<file path="src/cdad_pkg.sv">
`timescale 1ns / 1ps

package cdad_pkg;

	localparam int DATE_W      = 27;
	localparam int OFS_W       = 16;
	localparam int DAY_W       = 17;
	localparam int YEAR_W      = 16;
	localparam int YMOD_W      = 9;
	localparam int MON_W       = 4;
	localparam int MDAY_W      = 5;
	localparam int REM_W       = 14;
	localparam int QMON_W      = 7;
	localparam int PROD_W      = 2 * DATE_W;

	localparam int YEAR_DIV    = 10000;
	localparam int MON_DIV     = 100;
	localparam int LEAP_DIV    = 400;
	localparam int CENTURY     = 100;
	localparam int YEAR_MAX    = 9999;
	localparam int MON_MAX     = 12;

	localparam int YEAR_RECIP  = 109951163;
	localparam int YEAR_SHIFT  = 40;
	localparam int MON_RECIP   = 5243;
	localparam int MON_SHIFT   = 19;
	localparam int LEAP_RECIP  = 20972;
	localparam int LEAP_SHIFT  = 23;

	typedef enum logic [1:0] {
		DIV_BY_YEAR,
		DIV_BY_MONTH,
		DIV_BY_LEAP
	} div_sel_t;

	typedef struct packed {
		logic     start;
		div_sel_t sel;
	} div_ctl_t;

	function automatic logic [MDAY_W-1:0] days_in(input logic [MON_W-1:0] m, input logic leap);
		logic [MDAY_W-1:0] len;
		unique case (m)
			MON_W'(2): begin
				len = leap ? MDAY_W'(29) : MDAY_W'(28);
			end
			MON_W'(4), MON_W'(6), MON_W'(9), MON_W'(11): begin
				len = MDAY_W'(30);
			end
			default: begin
				len = MDAY_W'(31);
			end
		endcase
		return len;
	endfunction

	function automatic logic is_leap(input logic [YMOD_W-1:0] ymod);
		logic cent;
		cent = (ymod == YMOD_W'(CENTURY)) || (ymod == YMOD_W'(2 * CENTURY))
			|| (ymod == YMOD_W'(3 * CENTURY));
		return (ymod == '0) || ((ymod[1:0] == 2'b00) && !cent);
	endfunction

endpackage

</file>
<file path="src/calendar_date_add_days.sv">
`timescale 1ns / 1ps
// Gregorian date plus a signed day offset, dates packed as decimal YYYYMMDD.
// Request channel: in_valid/in_stall with start_date and day_offset. A request
// is taken when in_valid is high and in_stall is low.
// Result channel: out_valid/out_stall with result_date and out_of_range.
// in_stall stays high from the accepted request until its result is loaded
// into the output register; one request is in work at a time.
// One shared multiplier unpacks the date in three passes (year, month and
// day, year modulo 400) by reciprocal multiplication; then the day is walked
// one month per step, the year and the sum are packed, and the output
// register is loaded. An invalid month goes straight from the month pass to
// the load.
// The next request is taken in the cycle after the result is loaded; the
// largest offsets cross about 1080 months, and the month walk dominates the
// time per request.
// While out_stall holds a result, the finished next result waits in the
// block and in_stall stays high.
// Reset clears the sequencer and the output valid; the block comes up idle.
module calendar_date_add_days (
	input  logic                                clk,
	input  logic                                arst_n,
	input  logic                                in_valid,
	output logic                                in_stall,
	input  logic [cdad_pkg::DATE_W-1:0]         start_date,
	input  logic signed [cdad_pkg::OFS_W-1:0]   day_offset,
	output logic                                out_valid,
	input  logic                                out_stall,
	output logic [cdad_pkg::DATE_W-1:0]         result_date,
	output logic                                out_of_range
);
	import cdad_pkg::*;

	typedef enum logic [2:0] {
		IDLE,
		DIV_YEAR,
		DIV_MONTH,
		DIV_LEAP,
		STEP,
		PACK_Y,
		PACK_SUM,
		LOAD_OUT
	} state_t;

	state_t                    state_q;
	logic                      fwd_q;
	logic signed [OFS_W-1:0]   off_q;
	logic signed [YEAR_W-1:0]  y_q;
	logic [YMOD_W-1:0]         ymod_q;
	logic [MON_W-1:0]          m_q;
	logic signed [DAY_W-1:0]   d_q;
	logic [DATE_W-1:0]         prod_q;
	logic [DATE_W-1:0]         pend_date_q;
	logic                      pend_oor_q;
	logic                      out_valid_q;
	logic [DATE_W-1:0]         result_date_q;
	logic                      out_of_range_q;

	div_ctl_t                  div_ctl;
	logic [DATE_W-1:0]         div_dividend;
	logic [REM_W-1:0]          div_quo;
	logic [REM_W-1:0]          div_rem;
	logic                      div_done;

	logic                      leap;
	logic [MDAY_W-1:0]         dim_cur;
	logic [MDAY_W-1:0]         dim_prev;
	logic [MON_W-1:0]          m_prev;
	logic signed [DAY_W-1:0]   dim_cur_s;
	logic signed [DAY_W-1:0]   dim_prev_s;
	logic [QMON_W-1:0]         mon_quo;
	logic                      mon_bad;
	logic                      year_bad;
	logic [DATE_W-1:0]         pack_sum;

	cdad_div u_div (
		.clk      (clk),
		.arst_n   (arst_n),
		.ctl      (div_ctl),
		.dividend (div_dividend),
		.quo      (div_quo),
		.rem      (div_rem),
		.done     (div_done)
	);

	assign leap       = is_leap(ymod_q);
	assign dim_cur    = days_in(m_q, leap);
	assign m_prev     = (m_q == MON_W'(1)) ? MON_W'(MON_MAX) : m_q - MON_W'(1);
	assign dim_prev   = days_in(m_prev, leap);
	assign dim_cur_s  = signed'(DAY_W'(dim_cur));
	assign dim_prev_s = signed'(DAY_W'(dim_prev));
	assign mon_quo    = div_quo[QMON_W-1:0];
	assign mon_bad    = (mon_quo == '0) || (mon_quo > QMON_W'(MON_MAX));
	assign year_bad   = (y_q < YEAR_W'(1)) || (y_q > YEAR_W'(YEAR_MAX));
	assign pack_sum   = prod_q + DATE_W'(m_q) * DATE_W'(MON_DIV) + DATE_W'(d_q[QMON_W-1:0]);

	always_comb begin
		div_ctl      = '0;
		div_dividend = start_date;
		unique case (state_q)
			IDLE: begin
				div_ctl.start = in_valid;
				div_ctl.sel   = DIV_BY_YEAR;
			end
			DIV_YEAR: begin
				div_ctl.start = div_done;
				div_ctl.sel   = DIV_BY_MONTH;
				div_dividend  = DATE_W'(div_rem);
			end
			DIV_MONTH: begin
				div_ctl.start = div_done && !mon_bad;
				div_ctl.sel   = DIV_BY_LEAP;
				div_dividend  = DATE_W'(y_q[REM_W-1:0]);
			end
			default: begin
				div_ctl = '0;
			end
		endcase
	end

	always_ff @(posedge clk or negedge arst_n) begin
		if (!arst_n) begin
			state_q     <= IDLE;
			out_valid_q <= 1'b0;
		end else begin
			if (state_q == LOAD_OUT) begin
				if (!out_valid_q || !out_stall) begin
					out_valid_q <= 1'b1;
				end
			end else if (out_valid_q && !out_stall) begin
				out_valid_q <= 1'b0;
			end
			unique case (state_q)
				IDLE: begin
					if (in_valid) begin
						state_q <= DIV_YEAR;
					end
				end
				DIV_YEAR: begin
					if (div_done) begin
						state_q <= DIV_MONTH;
					end
				end
				DIV_MONTH: begin
					if (div_done) begin
						state_q <= mon_bad ? LOAD_OUT : DIV_LEAP;
					end
				end
				DIV_LEAP: begin
					if (div_done) begin
						state_q <= STEP;
					end
				end
				STEP: begin
					if (fwd_q ? !(d_q > dim_cur_s) : !(d_q < DAY_W'(1))) begin
						state_q <= PACK_Y;
					end
				end
				PACK_Y: begin
					state_q <= year_bad ? LOAD_OUT : PACK_SUM;
				end
				PACK_SUM: begin
					state_q <= LOAD_OUT;
				end
				LOAD_OUT: begin
					if (!out_valid_q || !out_stall) begin
						state_q <= IDLE;
					end
				end
				default: begin
					state_q <= IDLE;
				end
			endcase
		end
	end

	always_ff @(posedge clk) begin
		unique case (state_q)
			IDLE: begin
				if (in_valid) begin
					off_q <= day_offset;
					fwd_q <= !day_offset[OFS_W-1];
				end
			end
			DIV_YEAR: begin
				if (div_done) begin
					y_q <= signed'(YEAR_W'(div_quo));
				end
			end
			DIV_MONTH: begin
				if (div_done) begin
					m_q         <= mon_quo[MON_W-1:0];
					d_q         <= signed'(DAY_W'(div_rem[QMON_W-1:0])) + DAY_W'(off_q);
					pend_date_q <= '0;
					pend_oor_q  <= 1'b1;
				end
			end
			DIV_LEAP: begin
				if (div_done) begin
					ymod_q <= div_rem[YMOD_W-1:0];
				end
			end
			STEP: begin
				if (fwd_q && (d_q > dim_cur_s)) begin
					d_q <= d_q - dim_cur_s;
					if (m_q == MON_W'(MON_MAX)) begin
						m_q    <= MON_W'(1);
						y_q    <= y_q + YEAR_W'(1);
						ymod_q <= (ymod_q == YMOD_W'(LEAP_DIV - 1)) ? '0 : ymod_q + YMOD_W'(1);
					end else begin
						m_q <= m_q + MON_W'(1);
					end
				end else if (!fwd_q && (d_q < DAY_W'(1))) begin
					d_q <= d_q + dim_prev_s;
					m_q <= m_prev;
					if (m_q == MON_W'(1)) begin
						y_q    <= y_q - YEAR_W'(1);
						ymod_q <= (ymod_q == '0) ? YMOD_W'(LEAP_DIV - 1) : ymod_q - YMOD_W'(1);
					end
				end
			end
			PACK_Y: begin
				prod_q      <= DATE_W'(y_q[REM_W-1:0]) * DATE_W'(YEAR_DIV);
				pend_date_q <= '0;
				pend_oor_q  <= year_bad;
			end
			PACK_SUM: begin
				pend_date_q <= pack_sum;
			end
			LOAD_OUT: begin
				if (!out_valid_q || !out_stall) begin
					result_date_q  <= pend_date_q;
					out_of_range_q <= pend_oor_q;
				end
			end
			default: begin
			end
		endcase
	end

	assign in_stall     = (state_q != IDLE);
	assign out_valid    = out_valid_q;
	assign result_date  = result_date_q;
	assign out_of_range = out_of_range_q;

endmodule

</file>
<file path="src/cdad_div.sv">
`timescale 1ns / 1ps

module cdad_div (
	input  logic                          clk,
	input  logic                          arst_n,
	input  cdad_pkg::div_ctl_t            ctl,
	input  logic [cdad_pkg::DATE_W-1:0]   dividend,
	output logic [cdad_pkg::REM_W-1:0]    quo,
	output logic [cdad_pkg::REM_W-1:0]    rem,
	output logic                          done
);
	import cdad_pkg::*;

	logic [DATE_W-1:0] num_q;
	div_sel_t          sel_q;
	logic [REM_W-1:0]  quo_q;
	logic [REM_W-1:0]  rem_q;
	logic              quo_pass_q;
	logic              rem_pass_q;
	logic              done_q;
	logic [DATE_W-1:0] recip;
	logic [DATE_W-1:0] divisor;
	logic [DATE_W-1:0] mul_a;
	logic [DATE_W-1:0] mul_b;
	logic [PROD_W-1:0] prod;
	logic [REM_W-1:0]  quo_next;
	logic [DATE_W-1:0] diff;

	assign mul_a = rem_pass_q ? DATE_W'(quo_q) : num_q;
	assign mul_b = rem_pass_q ? divisor : recip;
	assign prod  = PROD_W'(mul_a) * PROD_W'(mul_b);
	assign diff  = num_q - prod[DATE_W-1:0];

	always_comb begin
		unique case (sel_q)
			DIV_BY_MONTH: begin
				recip    = DATE_W'(MON_RECIP);
				divisor  = DATE_W'(MON_DIV);
				quo_next = prod[MON_SHIFT +: REM_W];
			end
			DIV_BY_LEAP: begin
				recip    = DATE_W'(LEAP_RECIP);
				divisor  = DATE_W'(LEAP_DIV);
				quo_next = prod[LEAP_SHIFT +: REM_W];
			end
			default: begin
				recip    = DATE_W'(YEAR_RECIP);
				divisor  = DATE_W'(YEAR_DIV);
				quo_next = prod[YEAR_SHIFT +: REM_W];
			end
		endcase
	end

	always_ff @(posedge clk or negedge arst_n) begin
		if (!arst_n) begin
			quo_pass_q <= 1'b0;
			rem_pass_q <= 1'b0;
			done_q     <= 1'b0;
		end else begin
			quo_pass_q <= ctl.start;
			rem_pass_q <= quo_pass_q;
			done_q     <= rem_pass_q;
		end
	end

	always_ff @(posedge clk) begin
		if (ctl.start) begin
			num_q <= dividend;
			sel_q <= ctl.sel;
		end
		if (quo_pass_q) begin
			quo_q <= quo_next;
		end
		if (rem_pass_q) begin
			rem_q <= diff[REM_W-1:0];
		end
	end

	assign quo  = quo_q;
	assign rem  = rem_q;
	assign done = done_q;

endmodule

</file>
<file path="config.mk">
export PLATFORM = sky130hd
export DESIGN_NAME = calendar_date_add_days
export DESIGN_NICKNAME = d
export VERILOG_FILES = /design/src/cdad_pkg.sv /design/src/calendar_date_add_days.sv /design/src/cdad_div.sv
export SDC_FILE = /design/constraint.sdc
export NUM_CORES = 2
export LEC_CHECK = 0
export ABC_AREA = 1
export BUFFER_PORTS_ARGS = -buffer_cell sky130_fd_sc_hd__buf_2
export CAP_MARGIN = 10
export CORE_AREA = 5 5 287 289
export CTS_CLUSTER_SIZE = 25
export DETAILED_ROUTE_END_ITERATION = 10
export DIE_AREA = 0 0 292 294
export PLACE_DENSITY = 0.65
export SLEW_MARGIN = 15
export SYNTH_ARGS = -nofsm -noshare
export SYNTH_HDL_FRONTEND = slang
export SYNTH_SLANG_ARGS = --single-unit
</file>
<file path="constraint.sdc">
create_clock -name clk -period 6.6 [get_ports clk]
set_input_delay 0.33 -clock clk [delete_from_list [all_inputs] [get_ports clk]]
set_output_delay 0.33 -clock clk [all_outputs]
set_load 0.1 [all_outputs]
</file>
==> flow_summary_export.csv <==
group,metric,value,unit
sta,worst_clock_skew,0.0367,ns
status,outcome,"finished, violations left",
setup_path,r2r_setup_slack,-0.23,ns
global_route,overflow,0,
sta,max_freq,146,MHz
global_route,antenna_found_initial,3,
clock_tree,clock_path_buffers,3,
setup_path,critical_path_arrival,7.17,ns
clock_tree,numCtsBuffers,26,
cells_and_area,fillCellCount,7409,
place,place_congestion,1.00,
hold_path,hp-class,"in -> reg",
floorplan,coreArea,0.0796,mm²
sta,max_slew_margin,0.229,
detailed_routing,postRouteAntennaNets,0,
sta,period_share,1.03,
global_route,grt_pass1_wl,169,mm
yosys,synth_top_cell_by_area,"fa_1",
cells_and_area,final_cell_mix,"inv_1 (1213), nand2_1 (855), fa_1 (507), buf_4 (433), ha_1 (356)",
flow_run,max_cap_violations,0,
clock_tree,clk_latency,0.59,ns
yosys,yosys.cell_types.count,53,
detailed_routing,vias_per_cell,4.92,
setup_path,required,6.94,ns
yosys,syn_area,0.0355,mm²
cells_and_area,finalInstanceArea,0.0433,mm²
yosys,synth_edf_count,199,
sta,finalHoldViolCount,0,
setup_path,cp_top_family,"adder cells",
clock_tree,root_buffer,"clkbuf_16",
clock_tree,cts_max_level,1,
cells_and_area,multiInputGateArea,0.0258,mm²
detailed_routing,vias,29838,
floorplan,pin_count,77,
status,violations,"setup timing",
cells_and_area,fin_nets,5934,
setup_path,max_stage_delay,0.53,ns
setup_path,crit_path_end_kind,"flip-flop",
setup_path,startpoint_type,"flip-flop",
yosys,yosysSeqAreaShare,0.173,
yosys,synth_top_area_share,0.296,
global_route,grt_pass1_vias,30700,
sta,post-route-min-period,6.83,ns
yosys,synth_seq_cells,206,
yosys,syn_avg_cell_area,8.01,µm²
place,portBuffers,76,
detailed_routing,drt_pass1_iterations,6,
detailed_routing,drt-initial-drc-count,2016,
yosys,synth_area_leaders,"fa_1 (30%), edfxtp_1 (17%), ha_1 (14%)",
global_route,gr-usage-all-layers,0.248,
floorplan,die_y,294,µm
yosys,ys_warn_count,0,
setup_path,crit_top_cell,"fa_1",
cells_and_area,utilization,0.544,
yosys,async_flop_share,0.0340,
clock_tree,cts.sinks,206,
cells_and_area,drive_gt1_frac,0.192,
sta,slew_viol_final,0,
detailed_routing,routed_wl,106,mm
place,hpwl,90.9,mm
setup_path,critical_path.max_fanout,15,
detailed_routing,wl_per_cell,17.5,µm
yosys,syn_inst,4433,
place,pre_cts_ws,-0.700,ns
floorplan,initial_utilization,0.446,
sta,rsz0062_at_grt,"yes",
sta,worst_slack,-0.229,ns
sta,setup_viol,15,
setup_path,cp_slowest_cell,"fa_1",
floorplan,die_area,0.0858,mm²
setup_path,worst-path-buf-inv,10,
clock_tree,path_clk_slew,0.07,ns
sta,worst_pin_slew,1.15,ns
clock_tree,cts_tree,"built",
cells_and_area,seqCellArea,0.00615,mm²
floorplan,die_x,292,µm
setup_path,path_class,"reg -> reg",
detailed_routing,drc,0,
global_route,grt_max_degree,53,
cells_and_area,syn_to_final_growth,22.0,%
place,placed_area,0.0405,mm²
floorplan,row_count,104,
cells_and_area,layout_commonest_cell,"inv_1",
yosys,synthFlopType,"edfxtp_1",
-- cell families (layout without fill, tap and decap cells) --
kind of cell,Yosys count,count (layout),synth area share
simple gates,1581,1581,0.181
buf+inv,1338,1889,0.143
fa+ha+maj,910,910,0.432
compound gates,292,292,0.0456
flops,206,206,0.173
xor+xnor,104,104,0.0257
other cells,2,22,0.000212
-- final cells by class --
type,instances,area share
Inverter,1277,0.111
Antenna cell,9,0.000520
Clock buffer,29,0.0153
Sequential cell,206,0.142
Clock inverter,17,0.00387
Tap cell,1060,0.0306
Multi-Input combinational cell,2900,0.596
Timing Repair Buffer,566,0.100
-- state kept, by name, indices dropped and copies added (netlist names), 16 cells and up --
| signal | count |
|---|---|
| y_q | 16 |
| u_div.num_q | 27 |
| pend_date_q | 27 |
| off_q | 16 |
| prod_q | 23 |
| d_q | 17 |
| result_date | 27 |
-- path summary, 6_finish.rpt --
kind,depth (start not counted),to,from
worst max-delay path,31,u_div.quo[10]$_DFFE_PP_,u_div.sel_q[1]$_DFFE_PP_
worst min-delay path,3,u_div.num_q[24]$_DFFE_PP_,start_date[24]
worst max register to register,31,u_div.quo[10]$_DFFE_PP_,u_div.sel_q[1]$_DFFE_PP_
worst min register to register,0,out_of_range$_DFFE_PP_,pend_oor_q$_SDFFCE_PN1P_
max in group asynchronous,2,u_div.rem_pass_q$_DFF_PN0_,arst_n
min in group asynchronous,2,u_div.done$_DFF_PN0_,arst_n
-- repair_timing --
item	4_1_cts	5_1_grt
cloned	2	0
endpoints found under the setup margin	18	19
pin swaps	121	4
resized for setup	367	52
hold buffers	17	0
setup buffers	30	4
hold endpoints to repair	23	0
-- metrics by stage --
| step | hold slack, ns | setup TNS, ns | std cells |
|---|---|---|---|
| after detailed placement | 0.216 | -8.71 | 5957 |
| after global routing | 0.0573 | -7.67 | 6055 |
| after CTS | 0.00110 | -1.90 | 6051 |
| after floorplan | 0.0344 | 0 | 4444 |
| final | 0.0388 | -2.56 | 6064 |
| after global placement | 0.210 | -7.63 | 5957 |
-- synth_stat cells, types with 6 or more instances --
| master | count |
|---|---|
| fa_1 | 525 |
| edfxtp_1 | 199 |
| xnor2_1 | 28 |
| o221ai_1 | 7 |
| nand4_1 | 29 |
| buf_1 | 6 |
| nand2_1 | 939 |
| o211ai_1 | 10 |
| nand3_1 | 173 |
| ha_1 | 385 |
| buf_2 | 14 |
| nor2_2 | 8 |
| xor2_1 | 76 |
| dfrtp_1 | 7 |
| inv_1 | 1272 |
| o21bai_1 | 11 |
| o21ai_1 | 24 |
| o21ai_0 | 78 |
| a21boi_0 | 6 |
| nor2_1 | 374 |
| clkbuf_1 | 33 |
| nor3_1 | 34 |
| a21oi_1 | 130 |
| or2_2 | 6 |
-- worst min-delay path, cell delays in order --
cell	delay, ns
buf_2	0.08
inv_1	0.03
nor2_1	0.08
-- per-layer routing --
metal,up-vias,GRT usage,routed length (µm)
li1,14327,-,-
met1,14556,0.326,44200
met2,774,0.434,52500
met3,177,0.0245,5400
met4,4,0.0786,4170
met5,-,0,15
Power is left out: the tool's default activity adds up to more than one toggle a clock period on the data nets, which glitch-free logic cannot reach.
